<file path="src/rtl/rcrp_pkg.sv">
// Package for the compound RTCP report parser: packet type codes, field offsets,
// record struct and kind decode. No dependencies.
`default_nettype none

package rcrp_pkg;

  // RTCP packet type codes
  localparam logic [7:0] PT_SR   = 8'd200;
  localparam logic [7:0] PT_RR   = 8'd201;
  localparam logic [7:0] PT_SDES = 8'd202;
  localparam logic [7:0] PT_BYE  = 8'd203;
  localparam logic [7:0] PT_APP  = 8'd204;

  // SDES item type for CNAME
  localparam logic [7:0] SDES_CNAME = 8'd1;

  // header count field mask
  localparam logic [7:0] COUNT_MASK = 8'h1f;

  localparam int OFF_W = 19;
  localparam int WORDS = 8;
  localparam int WORD_IDX_W = 3;

  // byte offsets within a sub-packet
  localparam logic [OFF_W-1:0] OFF_COUNT    = 19'd0;
  localparam logic [OFF_W-1:0] OFF_TYPE     = 19'd1;
  localparam logic [OFF_W-1:0] OFF_LEN_HI   = 19'd2;
  localparam logic [OFF_W-1:0] OFF_LEN_LO   = 19'd3;
  localparam logic [OFF_W-1:0] OFF_SR_PKTS  = 19'd20;
  localparam logic [OFF_W-1:0] OFF_SR_OCTS  = 19'd24;
  localparam logic [OFF_W-1:0] OFF_SR_END   = 19'd28;
  localparam logic [OFF_W-1:0] OFF_SR_BLOCK = 19'd32;
  localparam logic [OFF_W-1:0] OFF_RR_BLOCK = 19'd12;
  localparam logic [OFF_W-1:0] BLOCK_BYTES  = 19'd20;
  localparam logic [OFF_W-1:0] OFF_SSRC     = 19'd4;
  localparam logic [OFF_W-1:0] OFF_ITEM     = 19'd8;

  // stats word slots
  localparam logic [WORD_IDX_W-1:0] W_PKTS  = 3'd0;
  localparam logic [WORD_IDX_W-1:0] W_OCTS  = 3'd1;
  localparam logic [WORD_IDX_W-1:0] W_LOSS  = 3'd2;
  localparam logic [WORD_IDX_W-1:0] W_HIGH  = 3'd3;
  localparam logic [WORD_IDX_W-1:0] W_JIT   = 3'd4;
  localparam logic [WORD_IDX_W-1:0] W_LSR   = 3'd5;
  localparam logic [WORD_IDX_W-1:0] W_DLSR  = 3'd6;
  localparam logic [WORD_IDX_W-1:0] W_CNAME = 3'd7;

  typedef enum logic [2:0] {
    KIND_SR      = 3'd0,
    KIND_RR      = 3'd1,
    KIND_SDES    = 3'd2,
    KIND_BYE     = 3'd3,
    KIND_APP     = 3'd4,
    KIND_UNKNOWN = 3'd5
  } rcrp_kind_t;

  // one stats record
  typedef struct packed {
    rcrp_kind_t  kind;
    logic [31:0] sender_packets;
    logic [31:0] sender_octets;
    logic [7:0]  fraction_lost;
    logic [23:0] cumulative_lost;
    logic [31:0] highest_sequence;
    logic [31:0] arrival_jitter;
    logic [31:0] last_report_stamp;
    logic [31:0] delay_since_report;
    logic [31:0] cname_source;
    logic [31:0] sr_seen;
    logic [31:0] rr_seen;
  } rcrp_rec_t;

  // map a packet type byte to its kind
  function automatic rcrp_kind_t kind_of(logic [7:0] t);
    logic [7:0] d;
    d = t - PT_SR;
    if (t >= PT_SR && t <= PT_APP) begin
      return rcrp_kind_t'(d[2:0]);
    end
    return KIND_UNKNOWN;
  endfunction

endpackage

`default_nettype wire

</file>
<file path="src/rtl/rtcp_compound_report_parser.sv">
// Top level of the compound RTCP report parser: input register, walker and
// result register. Depends on rcrp_pkg and rcrp_walker.
//
//   channel | ports                                  | direction
//   --------+----------------------------------------+----------
//   input   | in_valid, in_ready, in_packet_byte,    | in
//           | in_last_byte                           |
//   result  | out_valid, out_ready, out_packet_kind  | out
//           | and the eleven stats fields            |
//
// one byte a cycle sustained while no record is blocked; a byte's record passes the input
// register, and is loaded into the result register when the walker steps on that byte.
// the input register and result register let a new beat in while a record waits.
// a byte that produces a record stalls only while the result register is full
// and not taken; bytes with no record are never stalled.
// synchronous reset clears counters, stats words and both valid flags.
`default_nettype none

module rtcp_compound_report_parser (
  input  wire         clk,
  input  wire         rst_n,
  input  wire         in_valid,
  output logic        in_ready,
  input  wire  [7:0]  in_packet_byte,
  input  wire         in_last_byte,
  output logic        out_valid,
  input  wire         out_ready,
  output logic [2:0]  out_packet_kind,
  output logic [31:0] out_sender_packets,
  output logic [31:0] out_sender_octets,
  output logic [7:0]  out_fraction_lost,
  output logic [23:0] out_cumulative_lost,
  output logic [31:0] out_highest_sequence,
  output logic [31:0] out_arrival_jitter,
  output logic [31:0] out_last_report_stamp,
  output logic [31:0] out_delay_since_report,
  output logic [31:0] out_cname_source,
  output logic [31:0] out_sender_reports_seen,
  output logic [31:0] out_receiver_reports_seen
);

  logic                in_valid_r, in_valid_nxt;
  logic [7:0]          in_byte_r;
  logic                in_last_r;
  logic                out_valid_r, out_valid_nxt;
  rcrp_pkg::rcrp_rec_t rec_r;
  rcrp_pkg::rcrp_rec_t rec;
  logic                emit;
  logic                step;

  rcrp_walker u_walker (
    .clk      (clk),
    .rst_n    (rst_n),
    .step     (step),
    .pkt_byte (in_byte_r),
    .last     (in_last_r),
    .emit     (emit),
    .rec      (rec)
  );

  // handshake control
  always_comb begin
    step          = in_valid_r && (!emit || !out_valid_r || out_ready);
    in_ready      = !in_valid_r || step;
    in_valid_nxt  = in_ready ? in_valid : in_valid_r;
    out_valid_nxt = (step && emit) ? 1'b1 : (out_ready ? 1'b0 : out_valid_r);
  end

  // valid flags
  always_ff @(posedge clk) begin
    if (!rst_n) begin
      in_valid_r  <= 1'b0;
      out_valid_r <= 1'b0;
    end else begin
      in_valid_r  <= in_valid_nxt;
      out_valid_r <= out_valid_nxt;
    end
  end

  // payload registers
  always_ff @(posedge clk) begin
    if (in_valid && in_ready) begin
      in_byte_r <= in_packet_byte;
      in_last_r <= in_last_byte;
    end
    if (step && emit) begin
      rec_r <= rec;
    end
  end

  // result ports
  always_comb begin
    out_valid                 = out_valid_r;
    out_packet_kind           = rec_r.kind;
    out_sender_packets        = rec_r.sender_packets;
    out_sender_octets         = rec_r.sender_octets;
    out_fraction_lost         = rec_r.fraction_lost;
    out_cumulative_lost       = rec_r.cumulative_lost;
    out_highest_sequence      = rec_r.highest_sequence;
    out_arrival_jitter        = rec_r.arrival_jitter;
    out_last_report_stamp     = rec_r.last_report_stamp;
    out_delay_since_report    = rec_r.delay_since_report;
    out_cname_source          = rec_r.cname_source;
    out_sender_reports_seen   = rec_r.sr_seen;
    out_receiver_reports_seen = rec_r.rr_seen;
  end

  // input stalls only behind a full, untaken result register
  a_stall_cause: assert property (@(posedge clk) disable iff (!rst_n)
    !in_ready |-> (in_valid_r && out_valid_r && !out_ready && emit))
    else $error("input stalled without a blocked record");

  // a taken record with nothing new behind it empties the result register
  a_out_drain: assert property (@(posedge clk) disable iff (!rst_n)
    (out_valid_r && out_ready && !(step && emit)) |=> !out_valid_r)
    else $error("record repeated");

  // a new record always shows valid next cycle
  a_out_load: assert property (@(posedge clk) disable iff (!rst_n)
    (step && emit) |=> out_valid_r)
    else $error("record lost");

endmodule

`default_nettype wire

</file>
<file path="src/rtl/rcrp_walker.sv">
// Sub-packet walker: offset tracking, field captures and record build.
// Depends on rcrp_pkg.
`default_nettype none

module rcrp_walker (
  input  wire                  clk,
  input  wire                  rst_n,
  input  wire                  step,
  input  wire [7:0]            pkt_byte,
  input  wire                  last,
  output logic                 emit,
  output rcrp_pkg::rcrp_rec_t  rec
);

  localparam int OW = rcrp_pkg::OFF_W;

  logic [OW-1:0] off_r, off_nxt;
  logic [OW-1:0] sb_r, sb_nxt;
  logic [7:0]    type_r, type_nxt;
  logic [4:0]    count_r, count_nxt;
  logic          skip_r, skip_nxt;
  logic [31:0]   sw_r   [rcrp_pkg::WORDS];
  logic [31:0]   sw_nxt [rcrp_pkg::WORDS];
  logic [31:0]   sr_r, sr_nxt;
  logic [31:0]   rr_r, rr_nxt;
  logic [31:0]   src_r, src_nxt;

  logic [OW-1:0] blk_base;
  logic [OW-1:0] blk_rel;
  logic          blk_hit;
  logic [OW:0]   off_inc;
  logic [16:0]   len_words;
  logic          done;

  // report block window for the current sub-packet type
  always_comb begin
    blk_base = (type_r == rcrp_pkg::PT_SR) ? rcrp_pkg::OFF_SR_BLOCK
                                            : rcrp_pkg::OFF_RR_BLOCK;
    blk_rel  = off_r - blk_base;
    blk_hit  = (count_r != 5'd0) && (off_r >= blk_base) &&
               (off_r < blk_base + rcrp_pkg::BLOCK_BYTES) &&
               ((type_r == rcrp_pkg::PT_SR) || (type_r == rcrp_pkg::PT_RR));
    off_inc  = {1'b0, off_r} + {{OW{1'b0}}, 1'b1};
    len_words = {1'b0, sb_r[15:8], pkt_byte} + 17'd1;
  end

  // next state for one byte
  always_comb begin
    off_nxt   = off_r;
    sb_nxt    = sb_r;
    type_nxt  = type_r;
    count_nxt = count_r;
    skip_nxt  = skip_r;
    sw_nxt    = sw_r;
    sr_nxt    = sr_r;
    rr_nxt    = rr_r;
    src_nxt   = src_r;
    emit      = 1'b0;
    done      = 1'b0;

    if (skip_r) begin
      // drop bytes until the end of the compound packet
      if (last) begin
        skip_nxt = 1'b0;
        off_nxt  = '0;
      end
    end else if (off_r == rcrp_pkg::OFF_TYPE &&
                 rcrp_pkg::kind_of(pkt_byte) == rcrp_pkg::KIND_UNKNOWN) begin
      // unknown type: report it and skip the rest
      type_nxt = pkt_byte;
      emit     = 1'b1;
      if (last) begin
        off_nxt = '0;
      end else begin
        skip_nxt = 1'b1;
      end
    end else begin
      if (off_r == rcrp_pkg::OFF_COUNT) begin
        count_nxt = pkt_byte[4:0] & rcrp_pkg::COUNT_MASK[4:0];
      end else if (off_r == rcrp_pkg::OFF_TYPE) begin
        type_nxt = pkt_byte;
        if (pkt_byte == rcrp_pkg::PT_SR) begin
          sr_nxt = sr_r + 32'd1;
        end else if (pkt_byte == rcrp_pkg::PT_RR) begin
          rr_nxt = rr_r + 32'd1;
        end
      end else if (off_r == rcrp_pkg::OFF_LEN_HI) begin
        sb_nxt = {3'b000, pkt_byte, 8'h00};
      end else if (off_r == rcrp_pkg::OFF_LEN_LO) begin
        sb_nxt = {len_words, 2'b00};
      end else begin
        // sender info
        if (type_r == rcrp_pkg::PT_SR) begin
          if (off_r >= rcrp_pkg::OFF_SR_PKTS && off_r < rcrp_pkg::OFF_SR_OCTS) begin
            sw_nxt[rcrp_pkg::W_PKTS] = {sw_r[rcrp_pkg::W_PKTS][23:0], pkt_byte};
          end else if (off_r >= rcrp_pkg::OFF_SR_OCTS && off_r < rcrp_pkg::OFF_SR_END) begin
            sw_nxt[rcrp_pkg::W_OCTS] = {sw_r[rcrp_pkg::W_OCTS][23:0], pkt_byte};
          end
        end
        // first report block, one word every four bytes
        for (int k = 2; k < 7; k++) begin
          if (blk_hit && blk_rel[4:2] == 3'(k - 2)) begin
            sw_nxt[k] = {sw_r[k][23:0], pkt_byte};
          end
        end
        // sdes chunk source and first item
        if (type_r == rcrp_pkg::PT_SDES && count_r != 5'd0) begin
          if (off_r >= rcrp_pkg::OFF_SSRC && off_r < rcrp_pkg::OFF_ITEM) begin
            src_nxt = {src_r[23:0], pkt_byte};
          end else if (off_r == rcrp_pkg::OFF_ITEM && pkt_byte == rcrp_pkg::SDES_CNAME) begin
            sw_nxt[rcrp_pkg::W_CNAME] = src_r;
          end
        end
      end

      // end of sub-packet
      done = (off_r >= rcrp_pkg::OFF_LEN_LO) && (off_inc >= {1'b0, sb_nxt});
      off_nxt = (done || last) ? '0 : off_inc[OW-1:0];
      emit = done || (last && off_r >= rcrp_pkg::OFF_TYPE);
    end
  end

  // record as seen after this byte
  always_comb begin
    rec.kind               = rcrp_pkg::kind_of(type_nxt);
    rec.sender_packets     = sw_nxt[rcrp_pkg::W_PKTS];
    rec.sender_octets      = sw_nxt[rcrp_pkg::W_OCTS];
    rec.fraction_lost      = sw_nxt[rcrp_pkg::W_LOSS][31:24];
    rec.cumulative_lost    = sw_nxt[rcrp_pkg::W_LOSS][23:0];
    rec.highest_sequence   = sw_nxt[rcrp_pkg::W_HIGH];
    rec.arrival_jitter     = sw_nxt[rcrp_pkg::W_JIT];
    rec.last_report_stamp  = sw_nxt[rcrp_pkg::W_LSR];
    rec.delay_since_report = sw_nxt[rcrp_pkg::W_DLSR];
    rec.cname_source       = sw_nxt[rcrp_pkg::W_CNAME];
    rec.sr_seen            = sr_nxt;
    rec.rr_seen            = rr_nxt;
  end

  // state registers
  always_ff @(posedge clk) begin
    if (!rst_n) begin
      off_r   <= '0;
      sb_r    <= '0;
      type_r  <= '0;
      count_r <= '0;
      skip_r  <= 1'b0;
      sr_r    <= '0;
      rr_r    <= '0;
      src_r   <= '0;
      for (int i = 0; i < rcrp_pkg::WORDS; i++) begin
        sw_r[i] <= '0;
      end
    end else if (step) begin
      off_r   <= off_nxt;
      sb_r    <= sb_nxt;
      type_r  <= type_nxt;
      count_r <= count_nxt;
      skip_r  <= skip_nxt;
      sr_r    <= sr_nxt;
      rr_r    <= rr_nxt;
      src_r   <= src_nxt;
      sw_r    <= sw_nxt;
    end
  end

  // skipping only starts from the type byte
  a_skip_off: assert property (@(posedge clk) disable iff (!rst_n)
    skip_r |-> off_r == rcrp_pkg::OFF_TYPE)
    else $error("skip set away from type offset");

  // length is known once past the header
  a_len_set: assert property (@(posedge clk) disable iff (!rst_n)
    (!skip_r && off_r > rcrp_pkg::OFF_LEN_LO) |-> sb_r >= 19'd4)
    else $error("sub-packet length missing past header");

  // skipping holds until the final byte of the compound packet
  a_skip_hold: assert property (@(posedge clk) disable iff (!rst_n)
    (step && skip_r && !last) |=> skip_r)
    else $error("skip dropped before the final byte");

endmodule

`default_nettype wire

</file>
<file path="config.mk">
export PLATFORM = sky130hd
export DESIGN_NAME = rtcp_compound_report_parser
export DESIGN_NICKNAME = d
export VERILOG_FILES = /design/src/rtl/rcrp_pkg.sv /design/src/rtl/rtcp_compound_report_parser.sv /design/src/rtl/rcrp_walker.sv
export SDC_FILE = /design/constraint.sdc
export NUM_CORES = 1
export LEC_CHECK = 0
export CORE_MARGIN = 4
export CORE_UTILIZATION = 57
export CTS_BUF_LIST = sky130_fd_sc_hd__clkbuf_8 sky130_fd_sc_hd__clkbuf_16
export DETAILED_ROUTE_END_ITERATION = 7
export DONT_BUFFER_PORTS = 1
export PLACE_DENSITY_LB_ADDON = 0.08
export SETUP_SLACK_MARGIN = 0.02
export SLEW_MARGIN = 20
export SYNTH_ARGS = -nofsm -noshare
export SYNTH_HDL_FRONTEND = slang
export SYNTH_SLANG_ARGS = --single-unit
</file>
<file path="constraint.sdc">
create_clock -name clk -period 10.6 [get_ports clk]
set_input_delay 1.06 -clock clk [delete_from_list [all_inputs] [get_ports clk]]
set_output_delay 1.06 -clock clk [all_outputs]
set_load 0.05 [all_outputs]
</file>
Word-level counts from Yosys, hierarchy flattened
Cells that the tools add are included.
- register bits: 738
- input bits: 13
- output and inout bits: 325
- logic and storage cells: 171
- add/sub/neg operators: 8
- $lt $le $gt $ge: 15
- eq/ne operators: 15
- muxes and demuxes: 58
- bitwise logic cells: 6
- reductions and logical operators: 37
- operators by type and width (cell ; number):
    256-bit two-way mux ; 6
    32-bit two-way mux ; 22
    19-bit two-way mux ; 10
    32-bit by 1-bit adder with 32-bit output, second input constant ; 2
    64-bit two-way mux ; 1
    8-bit equality test, second input constant ; 5
    19-bit by 2-bit equality test with 1-bit output, second input constant ; 2
    19-bit by 5-bit >= comparator with 1-bit output, second input constant ; 2
    19-bit by 5-bit less-than comparator with 1-bit output, second input constant ; 2
    8-bit two-way mux ; 4
    1-bit logical AND ; 21
    19-bit by 1-bit adder with 20-bit output, second input constant ; 1
    20-bit by 19-bit >= comparator with 1-bit output ; 1
    19-bit by 1-bit equality test with 1-bit output, second input constant ; 1
    19-bit by 4-bit equality test with 1-bit output, second input constant ; 1
    19-bit by 1-bit >= comparator with 1-bit output, second input constant ; 1
    19-bit by 2-bit >= comparator with 1-bit output, second input constant ; 1
    19-bit by 3-bit >= comparator with 1-bit output, second input constant ; 1
    19-bit by 6-bit >= comparator with 1-bit output ; 1
    19-bit logical NOT ; 1
    19-bit less-than comparator ; 1
    19-bit by 4-bit less-than comparator with 1-bit output, second input constant ; 1
    16-bit by 1-bit adder with 17-bit output, second input constant ; 1
    8-bit >= comparator, second input constant ; 2
    other kinds (20) ; 48

Depth between registers and ports, before layout
Gate-level depths: netlist of run 1.
- depth after elaboration: 21
- depth in mapped cells: 20
- gate-level depth less buffers: 17

By module
From an unflattened synthesis of run 1, not the netlist that was laid out.
- cells, all modules: 2702
- area, all modules: 31281.3 µm²
- by module, submodules not included (module ; instances ; cells an instance ; area each (µm²) ; seq. area each (µm²)):
    rcrp_walker ; 1 ; 2358 ; 21194.1 ; 8087.8
    rtcp_compound_report_parser ; 1 ; 344 ; 10087.2 ; 10009.6

Worst setup path after synthesis of run 1
No wires, ideal clock.
- kind: flip-flop to flip-flop
- start point: reg u_walker.off_r[5]
- end point: reg rec_r (netlist bit out_arrival_jitter[0]) (enable)
- library setup time: 0.724 ns
- data arrival time: 10.969 ns
- required time: 9.876 ns
- slack: -1.093 ns
- stages on the path, launching flop included: 16
- path buffers: 2
- clock period less this slack: 11.693 ns
- cells stage by stage: dfxtp_1 -> clkbuf_1 -> nor3_2 -> and2_2 -> nand2_1 -> or3_1 -> clkbuf_1 -> nor2_1 -> o22ai_1 -> ha_1 -> nand4_1 -> or4_1 -> a211o_1 -> a21o_1 -> a21oi_1 -> and2_1
- longest elaborated chain between the ends: 17
- elaborated cells on any way between the ends: 25
- those cells by class: add/sub: 1; order compare: 3; eq/ne: 3; mux: 8; reduce/logical: 10
- RTL lines (element ; RTL line ; source):
    start: declaration ; rcrp_walker.sv:17 ; logic [OW-1:0] off_r, off_nxt;
    start signal: assignment ; rcrp_walker.sv:154 ; off_r <= off_nxt;
    19-bit by 2-bit equality test with 1-bit output ; rcrp_walker.sv:89 ; end else if (off_r == rcrp_pkg::OFF_LEN_LO) begin
    19-bit two-way mux ; rcrp_walker.sv:89 ;
    19-bit two-way mux ; rcrp_walker.sv:87 ; end else if (off_r == rcrp_pkg::OFF_LEN_HI) begin
    19-bit two-way mux ; rcrp_walker.sv:80 ; end else if (off_r == rcrp_pkg::OFF_TYPE) begin
    19-bit two-way mux ; rcrp_walker.sv:78 ; if (off_r == rcrp_pkg::OFF_COUNT) begin
    19-bit two-way mux ; rcrp_walker.sv:67 ; end else if (off_r == rcrp_pkg::OFF_TYPE &&
    19-bit two-way mux ; rcrp_walker.sv:61 ; if (skip_r) begin
    20-bit by 19-bit >= comparator with 1-bit output ; rcrp_walker.sv:117 ; done = (off_r >= rcrp_pkg::OFF_LEN_LO) && (off_inc >= {1'b0, sb_nxt});
    1-bit logical AND ; rcrp_walker.sv:117 ;
    1-bit logical OR ; rcrp_walker.sv:119 ; emit = done || (last && off_r >= rcrp_pkg::OFF_TYPE);
    1-bit two-way mux * ; rcrp_walker.sv:67 ;
    1-bit two-way mux * ; rcrp_walker.sv:61 ;
    1-bit logical NOT ; rtcp_compound_report_parser.sv:63 ; step = in_valid_r && (!emit || !out_valid_r || out_ready);
    1-bit logical OR (2 in series) ; rtcp_compound_report_parser.sv:63 ;
    1-bit logical AND ; rtcp_compound_report_parser.sv:63 ;
    1-bit logical AND * ; rtcp_compound_report_parser.sv:86 ; if (step && emit) begin
    end signal: assignment ; rtcp_compound_report_parser.sv:87 ; rec_r <= rec;
    end: declaration ; rtcp_compound_report_parser.sv:46 ; rcrp_pkg::rcrp_rec_t rec_r;
Mark *: on every way between the ends. The rest lies on a longest branch, timed or not. The select of a mux whose other input is x is not followed.
A chain may end at the register's enable or synchronous reset.

Worst setup path after layout of run 1
- start point: reg u_walker.off_r[12]
- end point: out in_ready
- longest elaborated chain between the ends: 17
- elaborated cells on any way between the ends: 25
- those cells by class: add/sub: 1; order compare: 3; eq/ne: 3; mux: 8; reduce/logical: 10
- RTL lines (element ; RTL line ; source):
    19-bit by 2-bit equality test with 1-bit output ; rcrp_walker.sv:89 ;
    19-bit two-way mux ; rcrp_walker.sv:89 ;
    19-bit two-way mux ; rcrp_walker.sv:87 ;
    19-bit two-way mux ; rcrp_walker.sv:80 ;
    19-bit two-way mux ; rcrp_walker.sv:78 ;
    19-bit two-way mux ; rcrp_walker.sv:67 ;
    19-bit two-way mux ; rcrp_walker.sv:61 ;
    20-bit by 19-bit >= comparator with 1-bit output ; rcrp_walker.sv:117 ;
    1-bit logical AND ; rcrp_walker.sv:117 ;
    1-bit logical OR ; rcrp_walker.sv:119 ;
    1-bit two-way mux * ; rcrp_walker.sv:67 ;
    1-bit two-way mux * ; rcrp_walker.sv:61 ;
    1-bit logical NOT * ; rtcp_compound_report_parser.sv:63 ;
    1-bit logical OR * (2 in series) ; rtcp_compound_report_parser.sv:63 ;
    1-bit logical AND * ; rtcp_compound_report_parser.sv:63 ;
    1-bit logical OR * ; rtcp_compound_report_parser.sv:64 ; in_ready = !in_valid_r || step;
    end: declaration ; rtcp_compound_report_parser.sv:23 ; output logic in_ready,
Marked as above.

==> summary.md, run 1 <==
| Metric | Value |
|---|---|
| Syn avg cell area | `around 12 µm²` |
| Post-route ant nets | `0` |
| Final setup vio count | `0` |
| Fin util | `0.633` |
| GRT Util Overall | `0.247` |
| Slew @ Worst Pin | `between 1 and 1.5 ns` |
| Fmax | `roughly 0.14 GHz` |
| Die W | `around 240 µm` |
| Synth area leaders | `edfxtp_1, dfxtp_1, mux2_2` |
| Overflow left after global routing | `0` |
| Synth Flop Type | `dfxtp_1` |
| Global-route wire length before repair | `approximately 110000 µm` |
| Vias in the first global route | `~19000` |
| Seq/Total Area, Yosys | `0.578` |
| Post-synthesis net count | `2754` |
| Final #Nets | `2689` |
| Num rows | `85` |
| Synthesized area | `around 31000 µm²` |
| Layout cells sized above 1 | `0.159` |
| Initial DRC count | `between 1000 and 1500` |
| CP max stage cell | `or4_1` |
| Dpl cells | `3257` |
| Rel. slew slack | `0.119` |
| Root Driver | `clkbuf_16` |
| Post-synthesis cell count | `2707` |
| Final hold vios | `0` |
| CTS sink count | `approximately 740` |
| Port buffer count | `0` |
| Worst setup margin | `about 3.7 ns` |
| Initial antenna violation count | `5` |
| Yosys reg bits | `around 740` |
| Worst-Skew Late Latency | `a little over 0.6 ns` |
| Yosys warning count | `0` |
| Pwr Density | `approximately 170 nW/µm²` |
| Yosys top cell area share | `0.318` |
| CTS max path bufs | `3` |
| Critical path buffers and inverters | `1` |
| Async S/R FF share, synth | `0` |
| Critical path type | `reg2out` |
| Post-route minimum period | `6.90 ns` |
| Number of buffers created by CTS | `76` |
| Core ar. | `54100 µm²` |
| EDFF count, synth | `332` |
| Detailed Place HPWL | `48600 µm` |
| Routed len/inst | `~22 µm` |
| Count of unique library cells instantiated by Yosys | `73` |
| DR vias | `a little under 20000` |
| Largest net degree at the start of global routing | `between 300 and 400` |
| Post-CTS sizing | `0` |
| VDD IR max | `0.123 mV` |
| Layout Area Growth over Synthesis | `9.44%` |
| Max-cap violation count | `0` |
| Max incr delay on CP | `~0.58 ns` |
| Crit start category | `register` |
| Final cycle utilization of the critical path | `0.651` |
| CP top delay family | `simple AND/OR/NAND/NOR gates` |
| Worst-path clk slew | `0.06 ns` |
| Setup Buffers After CTS | `0` |
| DRC violation count after routing | `0` |
| CP Max Fanout | `8` |
| Fin. max-slew vios | `0` |
| Number of H-tree levels | `3` |
| Cell taking the most area after synthesis | `edfxtp_1` |
| I/O Pins | `~340` |
| Leak pwr | `about 0.013 µW` |
| Commonest non-fill, non-tap cell in the layout | `dfxtp_1` |
| DIE AREA | `between 50000 and 60000 µm²` |
| Via/cell ratio | `slightly below 6` |
| Final WL | `74600 µm` |
| Arr. time, crit path | `5.84 ns` |
| Pre-Repair DR Iteration Count | `5` |
| Class of the worst hold path | `reg2reg` |
| Die Ht | `~240 µm` |
| Hold slack | `roughly 0.46 ns` |
| Status | `completed` |
| Clk_skew | `between 0.02 and 0.025 ns` |
| GPL Wtd Cong | `0.894` |
| WP data required | `~9.5 ns` |
| CTS tree | `yes` |
| TNS Setup | `0 ns` |
| Critical path, cell by cell | `nor4_4 > and4_1 > nand2_1 > or3_1 > nor2_1 > o22ai_1 > ha_1 > nand4_1 > or4_1 > a211o_1 > a21o_1 > a21oi_1 > and4b_1 > inv_1` |
| Initial Util | `0.578` |
| Post-Layout Cell Count | `about 3400` |
| Cts hold-fix bufs | `0` |
| RSZ-0062 raised after global routing | `false` |
| DP Worst Slack | `roughly 3.8 ns` |
| Most frequent cells in the layout | `dfxtp_1, edfxtp_1, nand2_1` |
| Crit. End Element | `primary output` |
## per-stage QoR
step / total power [µW] / instance area [µm²]
after floorplan: 3200 / 31300
after global placement: 3230 / 31600
after detailed placement: 3230 / 31600
after CTS: 5930 / 34200
after global routing: 6060 / 34300
final: 5870 / 34300
## cells in the mapped netlist, drive strengths merged, types with 5 or more instances
| master | number |
|---|---|
| mux2 | 251 |
| nand4 | 30 |
| a22o | 8 |
| ha | 33 |
| xor2 | 38 |
| nand3 | 112 |
| a22oi | 12 |
| inv | 32 |
| nand2b | 17 |
| and4 | 6 |
| xnor2 | 91 |
| nor2 | 231 |
| or2 | 5 |
| nand2 | 329 |
| and3 | 34 |
| mux2i | 222 |
| a21oi | 29 |
| or3 | 12 |
| nand4b | 5 |
| a211oi | 13 |
| a21o | 12 |
| or4 | 10 |
| buf | 66 |
| edfxtp | 332 |
| and2 | 18 |
| o21ai | 88 |
| o22ai | 9 |
| dfxtp | 406 |
| nor4 | 31 |
| nor3 | 78 |
| nor2b | 10 |
| clkbuf | 102 |
## metal layers
layer / GRT usage / up-vias / wire, µm
met5: 0 / - / 21
met3: 0.0612 / 100 / 4700
li1: - / 9469 / -
met1: 0.339 / 9713 / 33300
met4: 0.0584 / 4 / 1480
met2: 0.397 / 506 / 35000
## area by class of cell
cell class / instances / area (µm²)
clock inverter: 59 / 517
fill: 4133 / 19900
multi-input combinational: 1768 / 12300
antenna: 3 / 7.51
sequential: 738 / 18100
inverter: 33 / 126
tap: 696 / 871
clock buffer: 83 / 2040
timing repair buffer: 25 / 253
## power breakdown
part | internal [µW] | leakage, µW | switching, µW
Sequential | 2990 | 0.00667 | 60.6
Combinational | 35.7 | 0.00458 | 88.5
Clock | 1610 | 0.00133 | 1090
## final timing paths
path | startpoint | end | slack (ns) | depth (start not counted)
max reg2reg | u_walker.off_r[12] | out_cname_source[10] | 3.97 | 16
min | u_walker.sw_r[13] | u_walker.sw_r[13] | 0.46 | 2
min reg2reg | u_walker.sw_r[13] | u_walker.sw_r[13] | 0.46 | 2
max | u_walker.off_r[12] | in_ready | 3.70 | 14
## flip-flops by register name, summed over array words and instances (netlist names), 3 cells and up
| register | count |
|---|---|
| u_walker.rr_r | 32 |
| out_packet_kind | 3 |
| out_sender_packets | 32 |
| out_fraction_lost | 8 |
| u_walker.count_r | 5 |
| out_highest_sequence | 32 |
| out_cumulative_lost | 24 |
| u_walker.off_r | 19 |
| out_receiver_reports_seen | 32 |
| in_byte_r | 8 |
| out_last_report_stamp | 32 |
| u_walker.sw_r | 256 |
| u_walker.sr_r | 32 |
| u_walker.src_r | 32 |
| out_cname_source | 32 |
| out_sender_reports_seen | 32 |
| u_walker.type_r | 8 |
| out_delay_since_report | 32 |
| u_walker.sb_r | 19 |
| out_sender_octets | 32 |
| out_arrival_jitter | 32 |
## cell families after synthesis
family / count (synthesis) / synth area share
adder cells (fa/ha/maj): 34 / 0.0138
AO/OA/AOI/OAI: 194 / 0.0381
XOR/XNOR: 129 / 0.0361
buffers and inverters: 201 / 0.0293
multiplexers: 473 / 0.161
AND/OR/NAND/NOR: 938 / 0.143
flip-flops: 738 / 0.578
## worst reg2reg max path: stages (launching register included)
cell,delay [ns]
dfxtp_1,0.37
nor4_4,0.38
and4_1,0.50
nand2_1,0.21
or3_1,0.50
nor2_1,0.48
o22ai_1,0.20
ha_1,0.36
nand4_1,0.17
or4_1,0.58
a211o_1,0.39
a21o_1,0.20
a21oi_1,0.27
and2_4,0.23
buf_4,0.32
buf_16,0.34
buf_4,0.73
Note: power is estimated with default switching activity, not from simulation.
==> inputs of run 2 (changes only) <==
clock period = 5.6 ns   (was 10.6 ns; I/O delays follow)
==> summary.md, run 2 (synthesized netlist as in run 1, its figures left out) <==
| Metric | Value |
|---|---|
| Status | `completed` |
| DIE AREA | `58700 µm² (unchanged)` |
| Detailed Place HPWL | `48400 µm (-0.36%)` |
| Final cycle utilization of the critical path | `0.964` |
| GRT Util Overall | `0.245 (-0.00132)` |
| Most frequent cells in the layout | `dfxtp_1, edfxtp_1, nand2_1` |
| Port buffer count | `0 (unchanged)` |
| Largest net degree at the start of global routing | `330 (unchanged)` |
| Root Driver | `clkbuf_16` |
| Post-route ant nets | `0 (unchanged)` |
| Critical path, cell by cell | `nor4_4 > and4_4 > nand2_4 > or3_4 > nor2_4 > o22ai_2 > ha_1 > nand4_1 > or4_1 > a211o_1 > a21o_1 > a21oi_2 > and4b_2 > clkinvlp_4` |
| Max incr delay on CP | `0.52 ns (-0.06 ns)` |
| Initial Util | `0.578 (unchanged)` |
| Vias in the first global route | `19240 (+0.10%)` |
| Core ar. | `54100 µm² (unchanged)` |
| CP Max Fanout | `8 (unchanged)` |
| Final hold vios | `0 (unchanged)` |
| Global-route wire length before repair | `114000 µm (unchanged)` |
| Pwr Density | `320 nW/µm² (+87%)` |
| I/O Pins | `338 (unchanged)` |
| Post-Layout Cell Count | `3447 (+1.2%)` |
| RSZ-0062 raised after global routing | `false` |
| Hold slack | `0.0411 ns (-0.414 ns)` |
| CTS sink count | `738 (unchanged)` |
| Max-cap violation count | `0 (unchanged)` |
| Die W | `242 µm (unchanged)` |
| Fin util | `0.642 (+0.00883)` |
| Filler cell count | `4125 (-0.19%)` |
| Initial antenna violation count | `7 (+2)` |
| Num rows | `85 (unchanged)` |
| CTS max path bufs | `3 (unchanged)` |
| Die Ht | `242 µm (unchanged)` |
| Routed len/inst | `21.6 µm (-1.3%)` |
| Layout Area Growth over Synthesis | `11.0%` |
| Arr. time, crit path | `4.84 ns (-1.00 ns)` |
| Number of buffers created by CTS | `77 (+1.3%)` |
| GPL Wtd Cong | `0.938 (+4.9%)` |
| Worst-Skew Late Latency | `0.62 ns (about the same)` |
| Fmax | `0.185 GHz` |
| DRC violation count after routing | `0 (unchanged)` |
| Cts hold-fix bufs | `0 (unchanged)` |
| Dpl cells | `3289 (+0.98%)` |
| Worst-path clk slew | `0.06 ns (about the same)` |
| Slew @ Worst Pin | `1.08 ns (-0.243 ns)` |
| CTS tree | `yes` |
| Post-route minimum period | `about 5.4 ns` |
| WP data required | `5.04 ns (-4.50 ns)` |
| DR vias | `19902 (+0.56%)` |
| Leak pwr | `0.0128 µW (+1.9%)` |
| Via/cell ratio | `5.77 (-0.67%)` |
| Clk_skew | `0.0178 ns (-0.00433 ns)` |
| Max FFs per register | `256 (unchanged)` |
| CP max stage cell | `or4_1` |
| Rel. slew slack | `0.281 (+0.162)` |
| Final setup vio count | `0 (unchanged)` |
| Top reg by flops | `u_walker.sw_r` |
| Crit start category | `register` |
| Layout cells sized above 1 | `0.181 (+0.0215)` |
| Commonest non-fill, non-tap cell in the layout | `dfxtp_1` |
| Fin. max-slew vios | `0 (unchanged)` |
| Crit. End Element | `primary output` |
| Final #Nets | `2725 (+1.3%)` |
| Overflow left after global routing | `0 (unchanged)` |
| Pre-Repair DR Iteration Count | `5 (unchanged)` |
| Final WL | `74500 µm (about the same)` |
| Number of H-tree levels | `3 (unchanged)` |
| Initial DRC count | `1527 (+11%)` |
| Critical path type | `reg2out` |
| Class of the worst hold path | `in2reg` |
| VDD IR max | `0.254 mV (+110%)` |
## run 2: cell types whose count changed in the layout (fill, tap and decap cells not counted), moves of 3 or more
cell	delta
o22ai_1	-4
clkbuf_8	+3
clkinv_2	+3
nor3_4	+3
clkinv_1	-3
dfxtp_2	+7
bufinv_16	-4
o22ai_2	+4
buf_4	+28
diode_2	+5
dfxtp_1	-7
buf_12	+8
## run 2: area by class of cell
cell class | instances | area [µm²] | share of cell area
diodes | 8 | 20.0 | 0.000576
clock buffers | 88 | 2130 | 0.0614
clock inverters | 56 | 449 | 0.0129
inverters | 33 | 130 | 0.00375
multi-input cells | 1768 | 12400 | 0.358
flip-flops and latches | 738 | 18100 | 0.521
well taps | 696 | 871 | 0.0251
repair buffers | 60 | 579 | 0.0167
## run 2: where the power goes
part / total (µW) / internal, µW / switching (µW)
clock network: 5100 / 2980 / 2120
logic: 264 / 80.4 / 184
registers: 5750 / 5650 / 99.1
## run 2: critical path: cells and delay by family, from the launching register on
kind                       cells  cell delay (ns)
AOI/OAI and AO/OA              4             0.87
adders and majority gates      1             0.32
buffers and inverters          1             0.28
DFF                            1             0.36
and+or+nand+nor                8             2.39
## run 2: what timing repair did
action                                  in CTS  in global routing
pin swaps                                    0                  4
endpoints found under the setup margin       1                  1
gates cloned                                 0                  0
gates resized for setup                      3                 14
setup buffers                                0                  5
## run 2: worst paths after layout
path                            depth (start not counted)                from                 end  slack [ns]
worst max-delay path                                   14  u_walker.off_r[13]            in_ready        0.20
worst min-delay path                                    0   in_packet_byte[4]        in_byte_r[4]        0.04
worst max register to register                         16  u_walker.off_r[13]  u_walker.sw_r[149]        0.71
worst min register to register                          2   u_walker.sw_r[30]   u_walker.sw_r[30]        0.45
## run 2: per-stage QoR
stage / setup TNS, ns / worst slack, ns / instance area (µm²) / power (µW)
final: 0 / 0.201 / 34700 / 11100
after CTS: 0 / 0.0270 / 34600 / 11200
after detailed placement: 0 / 0.477 / 32000 / 6130
after global routing: 0 / 0.0194 / 34700 / 11500
after floorplan: -182.66 / -0.566 / 31400 / 6060
after global placement: 0 / 0.610 / 32000 / 6120
## run 2: per-layer routing
metal | wire (µm) | track usage
met2 | 35300 | 0.399
met3 | 4740 | 0.0669
met1 | 32400 | 0.321
met5 | 27 | 0
met4 | 1990 | 0.0809
